$ cat src/mjd_pkg.sv
`timescale 1ns / 1ps
`default_nettype none
// ----------------------------------------------------------------------------
// mjd_pkg
// Shared types, constants and the header text table for the multipart
// stream deframer.
// ----------------------------------------------------------------------------
package mjd_pkg;

   localparam int unsigned LEN_W           = 21;
   localparam int unsigned MAX_FRAME_BYTES = 1048576;
   localparam int unsigned PROD_W          = LEN_W + 4;

   localparam int unsigned CSR_ADDR_W = 3;
   localparam int unsigned CSR_DATA_W = 32;
   localparam logic        CSR_IDX_MAX_LEN = 1'b0;

   localparam logic [LEN_W-1:0] MAX_LEN_RESET = LEN_W'(1000000);
   localparam logic [LEN_W-1:0] MAX_FRAME_LIM = LEN_W'(MAX_FRAME_BYTES);

   localparam logic [1:0] STATUS_DATA     = 2'd0;
   localparam logic [1:0] STATUS_TOO_LONG = 2'd1;
   localparam logic [1:0] STATUS_EMPTY    = 2'd2;

   localparam logic [7:0] CHAR_DASH  = 8'h2D;
   localparam logic [7:0] CHAR_CR    = 8'h0D;
   localparam logic [7:0] CHAR_LF    = 8'h0A;
   localparam logic [7:0] CHAR_SPACE = 8'h20;
   localparam logic [7:0] CHAR_ZERO  = 8'h30;
   localparam logic [7:0] CHAR_NINE  = 8'h39;

   localparam logic [3:0] HEADER_LEN = 4'd14;

   typedef enum logic [6:0] {
      PH_HUNT       = 7'b0000001,
      PH_TO_CR      = 7'b0000010,
      PH_HEADER     = 7'b0000100,
      PH_TO_SPACE   = 7'b0001000,
      PH_NUMBER     = 7'b0010000,
      PH_LINE_FEEDS = 7'b0100000,
      PH_DATA       = 7'b1000000
   } phase_type;

   typedef struct packed {
      logic       valid;
      logic [7:0] payload_byte;
      logic       last_byte;
      logic [1:0] status;
   } result_type;

   // "Content-Length", one character per index
   function automatic logic [7:0] header_char(input logic [3:0] idx);
      logic [7:0] c;
      case (idx)
         4'd0:    c = 8'h43;
         4'd1:    c = 8'h6F;
         4'd2:    c = 8'h6E;
         4'd3:    c = 8'h74;
         4'd4:    c = 8'h65;
         4'd5:    c = 8'h6E;
         4'd6:    c = 8'h74;
         4'd7:    c = 8'h2D;
         4'd8:    c = 8'h4C;
         4'd9:    c = 8'h65;
         4'd10:   c = 8'h6E;
         4'd11:   c = 8'h67;
         4'd12:   c = 8'h74;
         4'd13:   c = 8'h68;
         default: c = 8'h00;
      endcase
      return c;
   endfunction

endpackage
`default_nettype wire

$ cat src/mjd_ifs.sv
`timescale 1ns / 1ps
`default_nettype none
// ----------------------------------------------------------------------------
// mjd_ifs
// Valid/ready channels for stream bytes in and deframed results out.
// ----------------------------------------------------------------------------
interface mjd_req_if;
   logic       valid;
   logic       ready;
   logic [7:0] stream_byte;

   modport source (output valid, output stream_byte, input ready);
   modport sink   (input valid, input stream_byte, output ready);
endinterface

interface mjd_rsp_if;
   logic       valid;
   logic       ready;
   logic [7:0] payload_byte;
   logic       last_byte;
   logic [1:0] status;

   modport source (output valid, output payload_byte, output last_byte,
                   output status, input ready);
   modport sink   (input valid, input payload_byte, input last_byte,
                   input status, output ready);
endinterface
`default_nettype wire

$ cat src/mjd_csr.sv
`timescale 1ns / 1ps
`default_nettype none
// ----------------------------------------------------------------------------
// mjd_csr
// APB register for the maximum frame length; keeps the clamped limit.
// ----------------------------------------------------------------------------
module mjd_csr
   import mjd_pkg::*;
(
   input  wire logic                  clock,
   input  wire logic                  reset,
   input  wire logic                  psel,
   input  wire logic                  penable,
   input  wire logic                  pwrite,
   input  wire logic [CSR_ADDR_W-1:0] paddr,
   input  wire logic [CSR_DATA_W-1:0] pwdata,
   output logic      [CSR_DATA_W-1:0] prdata,
   output logic                       pready,
   output logic      [LEN_W-1:0]      limit
);

   logic [LEN_W-1:0] max_len_ff, max_len_in;
   logic [LEN_W-1:0] limit_ff, limit_in;
   logic             wr_hit;

   assign wr_hit = psel && penable && pwrite && (paddr[2] == CSR_IDX_MAX_LEN);

   always_comb begin
      max_len_in = wr_hit ? pwdata[LEN_W-1:0] : max_len_ff;
      // limit in force is the smaller of the register and the build maximum
      limit_in   = (max_len_in > MAX_FRAME_LIM) ? MAX_FRAME_LIM : max_len_in;
   end

   always_ff @(posedge clock) begin
      if (reset) begin
         max_len_ff <= MAX_LEN_RESET;
         limit_ff   <= MAX_LEN_RESET;
      end else begin
         max_len_ff <= max_len_in;
         limit_ff   <= limit_in;
      end
   end

   assign pready = 1'b1;
   assign prdata = (paddr[2] == CSR_IDX_MAX_LEN)
                 ? {{(CSR_DATA_W-LEN_W){1'b0}}, max_len_ff} : '0;
   assign limit  = limit_ff;

endmodule
`default_nettype wire

$ cat src/mjd_parser.sv
`timescale 1ns / 1ps
`default_nettype none
// ----------------------------------------------------------------------------
// mjd_parser
// Parse state and per-byte next-state logic; yields at most one result.
// ----------------------------------------------------------------------------
module mjd_parser
   import mjd_pkg::*;
(
   input  wire logic             clock,
   input  wire logic             reset,
   input  wire logic             step,
   input  wire logic [7:0]       stream_byte,
   input  wire logic [LEN_W-1:0] limit,
   output result_type            result
);

   phase_type        phase_ff, phase_in;
   logic             dash_ff, dash_in;
   logic [3:0]       hidx_ff, hidx_in;
   logic             digits_ff, digits_in;
   logic [LEN_W-1:0] acc_ff, acc_in;
   logic             lf_ff, lf_in;
   logic [LEN_W-1:0] remain_ff, remain_in;

   logic [PROD_W-1:0] prod;
   logic [LEN_W-1:0]  limit_p1;
   logic [LEN_W-1:0]  remain_dec;
   logic [3:0]        hidx_next;
   logic [7:0]        b;

   assign b        = stream_byte;
   assign limit_p1 = limit + LEN_W'(1);
   assign prod     = (PROD_W'(acc_ff) << 3) + (PROD_W'(acc_ff) << 1)
                   + PROD_W'(b[3:0]);
   assign remain_dec = (remain_ff != '0) ? remain_ff - LEN_W'(1) : remain_ff;

   always_comb begin
      if ((hidx_ff < HEADER_LEN) && (b == header_char(hidx_ff)))
         hidx_next = hidx_ff + 4'd1;
      else
         hidx_next = (b == header_char(4'd0)) ? 4'd1 : 4'd0;
   end

   always_comb begin
      phase_in  = phase_ff;
      dash_in   = dash_ff;
      hidx_in   = hidx_ff;
      digits_in = digits_ff;
      acc_in    = acc_ff;
      lf_in     = lf_ff;
      remain_in = remain_ff;
      result    = '{valid: 1'b0, payload_byte: 8'h00, last_byte: 1'b0,
                    status: STATUS_DATA};
      case (phase_ff)
         PH_TO_CR: begin
            if (b == CHAR_CR) begin
               phase_in = PH_HEADER;
               hidx_in  = 4'd0;
            end
         end
         PH_HEADER: begin
            hidx_in = hidx_next;
            if (hidx_next >= HEADER_LEN)
               phase_in = PH_TO_SPACE;
         end
         PH_TO_SPACE: begin
            if (b == CHAR_SPACE) begin
               phase_in  = PH_NUMBER;
               digits_in = 1'b0;
               acc_in    = '0;
               lf_in     = 1'b0;
            end
         end
         PH_NUMBER: begin
            if (b inside {[CHAR_ZERO:CHAR_NINE]}) begin
               // saturate one past the limit so long strings stay flagged
               acc_in    = (prod > PROD_W'(limit)) ? limit_p1 : prod[LEN_W-1:0];
               digits_in = 1'b1;
            end else if ((b == CHAR_SPACE) && !digits_ff) begin
               phase_in = PH_NUMBER;
            end else if (acc_ff > limit) begin
               phase_in = PH_HUNT;
               dash_in  = 1'b0;
               result   = '{valid: 1'b1, payload_byte: 8'h00, last_byte: 1'b1,
                            status: STATUS_TOO_LONG};
            end else begin
               phase_in = PH_LINE_FEEDS;
               lf_in    = (b == CHAR_LF);
            end
         end
         PH_LINE_FEEDS: begin
            if (b == CHAR_LF) begin
               if (lf_ff) begin
                  if (acc_ff == '0) begin
                     phase_in = PH_HUNT;
                     dash_in  = 1'b0;
                     result   = '{valid: 1'b1, payload_byte: 8'h00,
                                  last_byte: 1'b1, status: STATUS_EMPTY};
                  end else begin
                     remain_in = acc_ff;
                     phase_in  = PH_DATA;
                  end
               end else begin
                  lf_in = 1'b1;
               end
            end
         end
         PH_DATA: begin
            remain_in = remain_dec;
            result    = '{valid: 1'b1, payload_byte: b,
                          last_byte: (remain_dec == '0), status: STATUS_DATA};
            if (remain_dec == '0) begin
               phase_in = PH_HUNT;
               dash_in  = 1'b0;
            end
         end
         default: begin
            if ((b == CHAR_DASH) && dash_ff) begin
               phase_in = PH_TO_CR;
               dash_in  = 1'b0;
            end else begin
               phase_in = PH_HUNT;
               dash_in  = (b == CHAR_DASH);
            end
         end
      endcase
   end

   always_ff @(posedge clock) begin
      if (reset) begin
         phase_ff  <= PH_HUNT;
         dash_ff   <= 1'b0;
         hidx_ff   <= 4'd0;
         digits_ff <= 1'b0;
         acc_ff    <= '0;
         lf_ff     <= 1'b0;
         remain_ff <= '0;
      end else if (step) begin
         phase_ff  <= phase_in;
         dash_ff   <= dash_in;
         hidx_ff   <= hidx_in;
         digits_ff <= digits_in;
         acc_ff    <= acc_in;
         lf_ff     <= lf_in;
         remain_ff <= remain_in;
      end
   end

endmodule
`default_nettype wire

$ cat src/mjpeg_multipart_deframer.sv
`timescale 1ns / 1ps
`default_nettype none
// ----------------------------------------------------------------------------
// mjpeg_multipart_deframer
// Pulls JPEG payload bytes out of a multipart HTTP byte stream.
// ----------------------------------------------------------------------------
// Usage:
//   req_if carries raw stream bytes in; rsp_if carries results out, each a
//   payload byte with a last flag and a status code (data, length above the
//   limit, empty frame). Status results carry a zero byte and last set.
//   The APB port holds one register, max_frame_length, at byte address 0.
// Pipeline:
//   One item per cycle while rsp_if is not stalled. An accepted byte is
//   held in the input register, parsed against the current state when the
//   output register is free or draining, and its result (if any) is loaded
//   into the output register, which drives rsp_if.valid.
//   Rate is set by the single parse step between those two registers.
// Reset:
//   Synchronous, active high. Parser goes back to boundary hunting, both
//   registers empty, the limit returns to 1000000 bytes.
// Stall:
//   While a result waits on rsp_if, the parse step holds and the input
//   register keeps one byte; req_if.ready drops once both are full.
// ----------------------------------------------------------------------------
module mjpeg_multipart_deframer
   import mjd_pkg::*;
(
   input  wire logic                  clock,
   input  wire logic                  reset,
   mjd_req_if.sink                    req_if,
   mjd_rsp_if.source                  rsp_if,
   input  wire logic                  psel,
   input  wire logic                  penable,
   input  wire logic                  pwrite,
   input  wire logic [CSR_ADDR_W-1:0] paddr,
   input  wire logic [CSR_DATA_W-1:0] pwdata,
   output logic      [CSR_DATA_W-1:0] prdata,
   output logic                       pready
);

   logic             in_valid_ff, in_valid_in;
   logic [7:0]       in_byte_ff, in_byte_in;
   logic             rsp_valid_ff, rsp_valid_in;
   logic [7:0]       rsp_byte_ff;
   logic             rsp_last_ff;
   logic [1:0]       rsp_status_ff;
   logic             advance;
   logic             req_fire;
   logic [LEN_W-1:0] limit;
   result_type       result;

   mjd_csr u_csr (
      .clock   (clock),
      .reset   (reset),
      .psel    (psel),
      .penable (penable),
      .pwrite  (pwrite),
      .paddr   (paddr),
      .pwdata  (pwdata),
      .prdata  (prdata),
      .pready  (pready),
      .limit   (limit)
   );

   mjd_parser u_parser (
      .clock       (clock),
      .reset       (reset),
      .step        (advance),
      .stream_byte (in_byte_ff),
      .limit       (limit),
      .result      (result)
   );

   // advance the held byte whenever the output register is free or draining
   assign advance  = in_valid_ff && (!rsp_valid_ff || rsp_if.ready);
   assign req_fire = req_if.valid && req_if.ready;
   assign req_if.ready = !in_valid_ff || advance;

   always_comb begin
      in_byte_in  = req_fire ? req_if.stream_byte : in_byte_ff;
      if (req_fire)
         in_valid_in = 1'b1;
      else if (advance)
         in_valid_in = 1'b0;
      else
         in_valid_in = in_valid_ff;

      if (advance)
         rsp_valid_in = result.valid;
      else if (rsp_if.ready)
         rsp_valid_in = 1'b0;
      else
         rsp_valid_in = rsp_valid_ff;
   end

   always_ff @(posedge clock) begin
      if (reset) begin
         in_valid_ff  <= 1'b0;
         rsp_valid_ff <= 1'b0;
      end else begin
         in_valid_ff  <= in_valid_in;
         rsp_valid_ff <= rsp_valid_in;
      end
   end

   // payload registers: load only, no reset
   always_ff @(posedge clock) begin
      in_byte_ff <= in_byte_in;
      if (advance && result.valid) begin
         rsp_byte_ff   <= result.payload_byte;
         rsp_last_ff   <= result.last_byte;
         rsp_status_ff <= result.status;
      end
   end

   assign rsp_if.valid        = rsp_valid_ff;
   assign rsp_if.payload_byte = rsp_byte_ff;
   assign rsp_if.last_byte    = rsp_last_ff;
   assign rsp_if.status       = rsp_status_ff;

   // status results always close a frame
   a_status_last: assert property (@(posedge clock) disable iff (reset)
      (rsp_valid_ff && (rsp_status_ff != STATUS_DATA)) |-> rsp_last_ff)
      else $error("status result without last flag");

   a_status_zero: assert property (@(posedge clock) disable iff (reset)
      (rsp_valid_ff && (rsp_status_ff != STATUS_DATA)) |-> (rsp_byte_ff == 8'h00))
      else $error("status result with nonzero byte");

   a_status_code: assert property (@(posedge clock) disable iff (reset)
      rsp_valid_ff |-> ((rsp_status_ff == STATUS_DATA) ||
                        (rsp_status_ff == STATUS_TOO_LONG) ||
                        (rsp_status_ff == STATUS_EMPTY)))
      else $error("undefined status code");

   a_full_stall: assert property (@(posedge clock) disable iff (reset)
      (in_valid_ff && rsp_valid_ff && !rsp_if.ready) |-> !req_if.ready)
      else $error("input taken while both stages are blocked");

   a_reset_empty: assert property (@(posedge clock)
      reset |=> (!rsp_valid_ff && !in_valid_ff))
      else $error("stage valid after reset");

endmodule
`default_nettype wire
$ cat src/flat_wrapper.sv
// flat-port wrapper written by rule: the top's interface ports become plain ports
module mjpeg_multipart_deframer_flat import mjd_pkg::*;
  (clock, reset, psel, penable, pwrite, paddr, pwdata, prdata, pready, req_if_valid, req_if_stream_byte, req_if_ready, rsp_if_valid, rsp_if_payload_byte, rsp_if_last_byte, rsp_if_status, rsp_if_ready);
  mjd_req_if req_if_i ();
  mjd_rsp_if rsp_if_i ();
  input  wire logic clock;
  input  wire logic reset;
  input  wire logic psel;
  input  wire logic penable;
  input  wire logic pwrite;
  input  wire logic [CSR_ADDR_W-1:0] paddr;
  input  wire logic [CSR_DATA_W-1:0] pwdata;
  output logic      [CSR_DATA_W-1:0] prdata;
  output logic pready;
  input wire logic [$bits(req_if_i.valid)-1:0] req_if_valid;
  input wire logic [$bits(req_if_i.stream_byte)-1:0] req_if_stream_byte;
  output wire logic [$bits(req_if_i.ready)-1:0] req_if_ready;
  output wire logic [$bits(rsp_if_i.valid)-1:0] rsp_if_valid;
  output wire logic [$bits(rsp_if_i.payload_byte)-1:0] rsp_if_payload_byte;
  output wire logic [$bits(rsp_if_i.last_byte)-1:0] rsp_if_last_byte;
  output wire logic [$bits(rsp_if_i.status)-1:0] rsp_if_status;
  input wire logic [$bits(rsp_if_i.ready)-1:0] rsp_if_ready;
  assign req_if_i.valid = req_if_valid;
  assign req_if_i.stream_byte = req_if_stream_byte;
  assign req_if_ready = req_if_i.ready;
  assign rsp_if_valid = rsp_if_i.valid;
  assign rsp_if_payload_byte = rsp_if_i.payload_byte;
  assign rsp_if_last_byte = rsp_if_i.last_byte;
  assign rsp_if_status = rsp_if_i.status;
  assign rsp_if_i.ready = rsp_if_ready;
  mjpeg_multipart_deframer u_core (.clock(clock), .reset(reset), .req_if(req_if_i), .rsp_if(rsp_if_i), .psel(psel), .penable(penable), .pwrite(pwrite), .paddr(paddr), .pwdata(pwdata), .prdata(prdata), .pready(pready));
endmodule
$ cat config.mk
export PLATFORM = sky130hd
export DESIGN_NAME = mjpeg_multipart_deframer_flat
export DESIGN_NICKNAME = d
export VERILOG_FILES = /design/src/mjd_pkg.sv /design/src/mjd_ifs.sv /design/src/mjd_csr.sv /design/src/mjd_parser.sv /design/src/mjpeg_multipart_deframer.sv /design/src/flat_wrapper.sv
export SDC_FILE = /design/constraint.sdc
export NUM_CORES = 1
export LEC_CHECK = 0
export ABC_AREA = 1
export BUFFER_PORTS_ARGS = -buffer_cell sky130_fd_sc_hd__buf_2
export CORE_MARGIN = 10
export CORE_UTILIZATION = 62
export CTS_BUF_LIST = sky130_fd_sc_hd__clkbuf_4
export CTS_CLUSTER_DIAMETER = 40
export DETAILED_ROUTE_END_ITERATION = 12
export PLACE_DENSITY_LB_ADDON = 0.12
export SLEW_MARGIN = 30
export SYNTH_ARGS = -nofsm -noshare
export SYNTH_HDL_FRONTEND = slang
export SYNTH_SLANG_ARGS = --single-unit
$ cat constraint.sdc
create_clock -name clock -period 4.9 [get_ports clock]
set_clock_uncertainty 0.05 [all_clocks]
set_input_delay 0.245 -clock clock [delete_from_list [all_inputs] [get_ports clock]]
set_output_delay 0.245 -clock clock [all_outputs]
set_load 0.1 [all_outputs]
==> impl_metrics.toml <==
[synthesis]
synth_area_um2 = 9760
synthMostInstantiatedCell = "nand2_1"
yosysWarnings = 0
ys_top_cells_by_count = "nand2_1, inv_1, nor2_1, a21oi_1, dfxtp_1"
syn_avg_cell_area_um2 = 6.56
synth.distinct_cells = 48
synth_top_area_frac = 0.217
synth.area.top_cells = "dfxtp_1, nand2_1, ha_1, inv_1, nor2_1"
synth.largest_area_cell = "dfxtp_1"
synth_edf_count = 19
synth_async_sr_flop_share = 0
synth_ff_type = "dfxtp_1"
synthCells = 1488
ys_seq_area_frac = 0.276
yosys_register_bits = 125

[critical_path]
cpLargestDelayFamily = "simple AND/OR/NAND/NOR gates"
worstSetupEndpointType = "flip-flop"
crit_slowest_cell = "edfxtp_1"
slowest_delay_ps = 550
worstPathCellList = "ha_1 > ha_1 > fa_1 > nand3_1 > nand2_1 > nand3_1 > nand2_1 > nand2_1 > nand2_1 > xnor2_1 > inv_1 > ha_1 > nand4_1 > nor3_1 > nand2_1 > nand2_1 > nand2_1 > nand2_1 > nand2_1 > nand3_1 > buf_4 > nand2_1 > nand3_1 > a21oi_1"
cp.arrival_ps = 4770
worstSetupPathType = "reg2reg"
crit_path_start_kind = "flip-flop"
crit_buf_inv = 2
crit_path_max_fanout = 14
critPathRequiredTime_ps = 5260
crit_top_cell = "nand2_1"

[route]
viasPerCell = 5.60
drt_iter0_drc = 916
routed_wl_um = 27300
dr_total_vias = 10100
drt_pre_antenna_iters = 5
wl_per_cell_um = 15.2
drc = 0
final_antenna_net_count = 0

[timing]
worstMarginPinSlew_ps = 935
slew_headroom = 0.376
final_max_slew_viol_count = 0
final.period_utilization = 0.900
finalCriticalPeriod_ps = 4410
hold_viol = 0
setup_viol = 0
max_freq_mhz = 227
rsz0062_at_grt = "no"
setup_tns_ps = 0

[clock_network]
clk_latency_ps = 570
clockBufferDepth = 2
clock-root-buffer = "clkbuf_4"
cts_tree = "built"
htree_num_levels = 4
cts.sinks = 125
cts_buffers = 17
cts.clk_slew.worst_paths_ps = 120

[global_routing]
grt_pass1_wl_um = 44600
grt_max_degree = 60
grt.total_usage = 0.249
grt-ovfl-total = 0
first_global_vias = 9264
antenna_found_initial = 2

[power]
p_sw_frac = 0.344
p_switching_mw = 0.720
power_density_nw_per_um2 = 195
seqPwrFrac = 0.518
peakVddDrop_v = 0.000235
power_frac_comb = 0.178
power_leakage_nw = 5.51
pwr-share-clk = 0.304
intPower_mw = 1.37

[die]
start_util = 0.637
die_w_um = 145
die_y_um = 145
core_um2 = 15300
io_pins = 96
die_area_um2 = 21200
num_rows = 45

[placement]
hpwl_um = 20400
place.gp.congestion = 0.966
place.port_buffers = 70
place_inst = 1734

[cells_and_area]
nNetsFinal = 1715
fillers = 1420
drive_gt1_frac = 0.0910
area_growth_pct = 9.94
fin_cells = 1796

[status]
status = "finished clean"

[flow_run]
drv_cap = 0

[hold_path]
worstHoldPathType = "in2reg"
timing repair:
action,4_1_cts,5_1_grt
setup buffers,0,0
gates resized for setup,0,0
hold endpoints to repair,28,0
hold buffers,28,0
through the flow:
step           setup slack (ps)  hold slack (ps)  power, mW  utilization  cell area (um2)
6_report                    492             21.5       2.09        0.700            10700
5_1_grt                    62.6             40.2       2.18        0.700            10700
4_1_cts                     536             6.19       2.09        0.700            10700
3_5_place_dp                567              374       1.45        0.666            10200
3_3_place_gp                649              372       1.45        0.666            10200
2_1_floorplan              1210              280       1.39            -             9800
cell families after synthesis:
| family | count (synthesis) | share of synthesized area |
|---|---|---|
| other | 2 | 0.000770 |
| flip-flops | 125 | 0.276 |
| buffers and inverters | 242 | 0.102 |
| adder cells (fa/ha/maj) | 95 | 0.123 |
| XOR/XNOR | 36 | 0.0323 |
| AO/OA/AOI/OAI | 212 | 0.114 |
| AND/OR/NAND/NOR | 776 | 0.352 |
per-layer routing:
metal,global-route usage,vias up,share of wire
met5,0,-,0
met4,0.0900,0,0.027
met3,0.0587,55,0.081
met1,0.316,4556,0.43
met2,0.402,401,0.46
li1,-,5054,-
power groups by stage:
stage	Clock, mW	Combinational [mW]	Sequential, mW
6_report	0.636	0.372	1.08
5_1_grt	0.684	0.412	1.09
4_1_cts	0.643	0.366	1.08
3_5_place_dp	0	0.348	1.11
3_3_place_gp	0	0.341	1.11
2_1_floorplan	0	0.288	1.10
flip-flops by register name, indices dropped and copies added (netlist names), named ones only:
name,count
u_core.u_parser.digits_ff,1
u_core.u_parser.hidx_ff,4
u_core.rsp_if.payload_byte,8
u_core.u_csr.max_len_ff,21
u_core.u_parser.phase_ff,7
u_core.rsp_if.status,2
u_core.rsp_if.last_byte,1
u_core.u_csr.limit,20
u_core.u_parser.remain_ff,21
u_core.u_parser.acc_ff,21
u_core.u_parser.dash_ff,1
u_core.in_valid_ff,1
u_core.in_byte_ff,8
u_core.u_parser.lf_ff,1
u_core.rsp_if.valid,1
layout make-up:
class                   count  area, um2  share of cell area
multi-input cells        1131       6120               0.570
flip-flops and latches    125       2690               0.251
repair buffers            110        721              0.0672
inverters                 185        694              0.0647
well taps                 211        264              0.0246
clock buffers              18        135              0.0126
clock inverters            14       96.3             0.00898
diodes                      2       5.00            0.000467
cell usage in the layout, fill, tap and decap left out, types with 4 or more instances in the layout:
cell type,count
nand2_1,366
inv_1,182
nor2_1,168
a21oi_1,107
dfxtp_1,106
nand3_1,94
ha_1,93
o21ai_0,83
buf_2,70
nand4_1,59
nor3_1,36
xor2_1,30
dlygate4sd3_1,28
edfxtp_1,19
clkbuf_4,18
conb_1,12
buf_4,12
nor4_1,11
nand3b_1,10
nor2_2,10
o211ai_1,7
xnor2_1,6
clkinv_2,6
nand2_2,4
nor2_4,4
worst paths after layout:
path / cells past startpoint / from / slack [ps] / to
setup / recovery: 24 / u_core.in_byte_ff[2] / 490 / u_core.u_parser.acc_ff[11]
hold / removal: 3 / pwdata[5] / 20 / u_core.u_csr.max_len_ff[5]
setup reg to reg: 24 / u_core.in_byte_ff[2] / 490 / u_core.u_parser.acc_ff[11]
hold reg to reg: 2 / u_core.u_parser.digits_ff / 420 / u_core.u_parser.digits_ff
worst min-delay path, delay by kind of cell:
kind / cells / cell delay (ps)
compound gates: 1 / 150
simple gates: 1 / 130
buf+inv: 1 / 70
(Power assumes the default switching activity.)
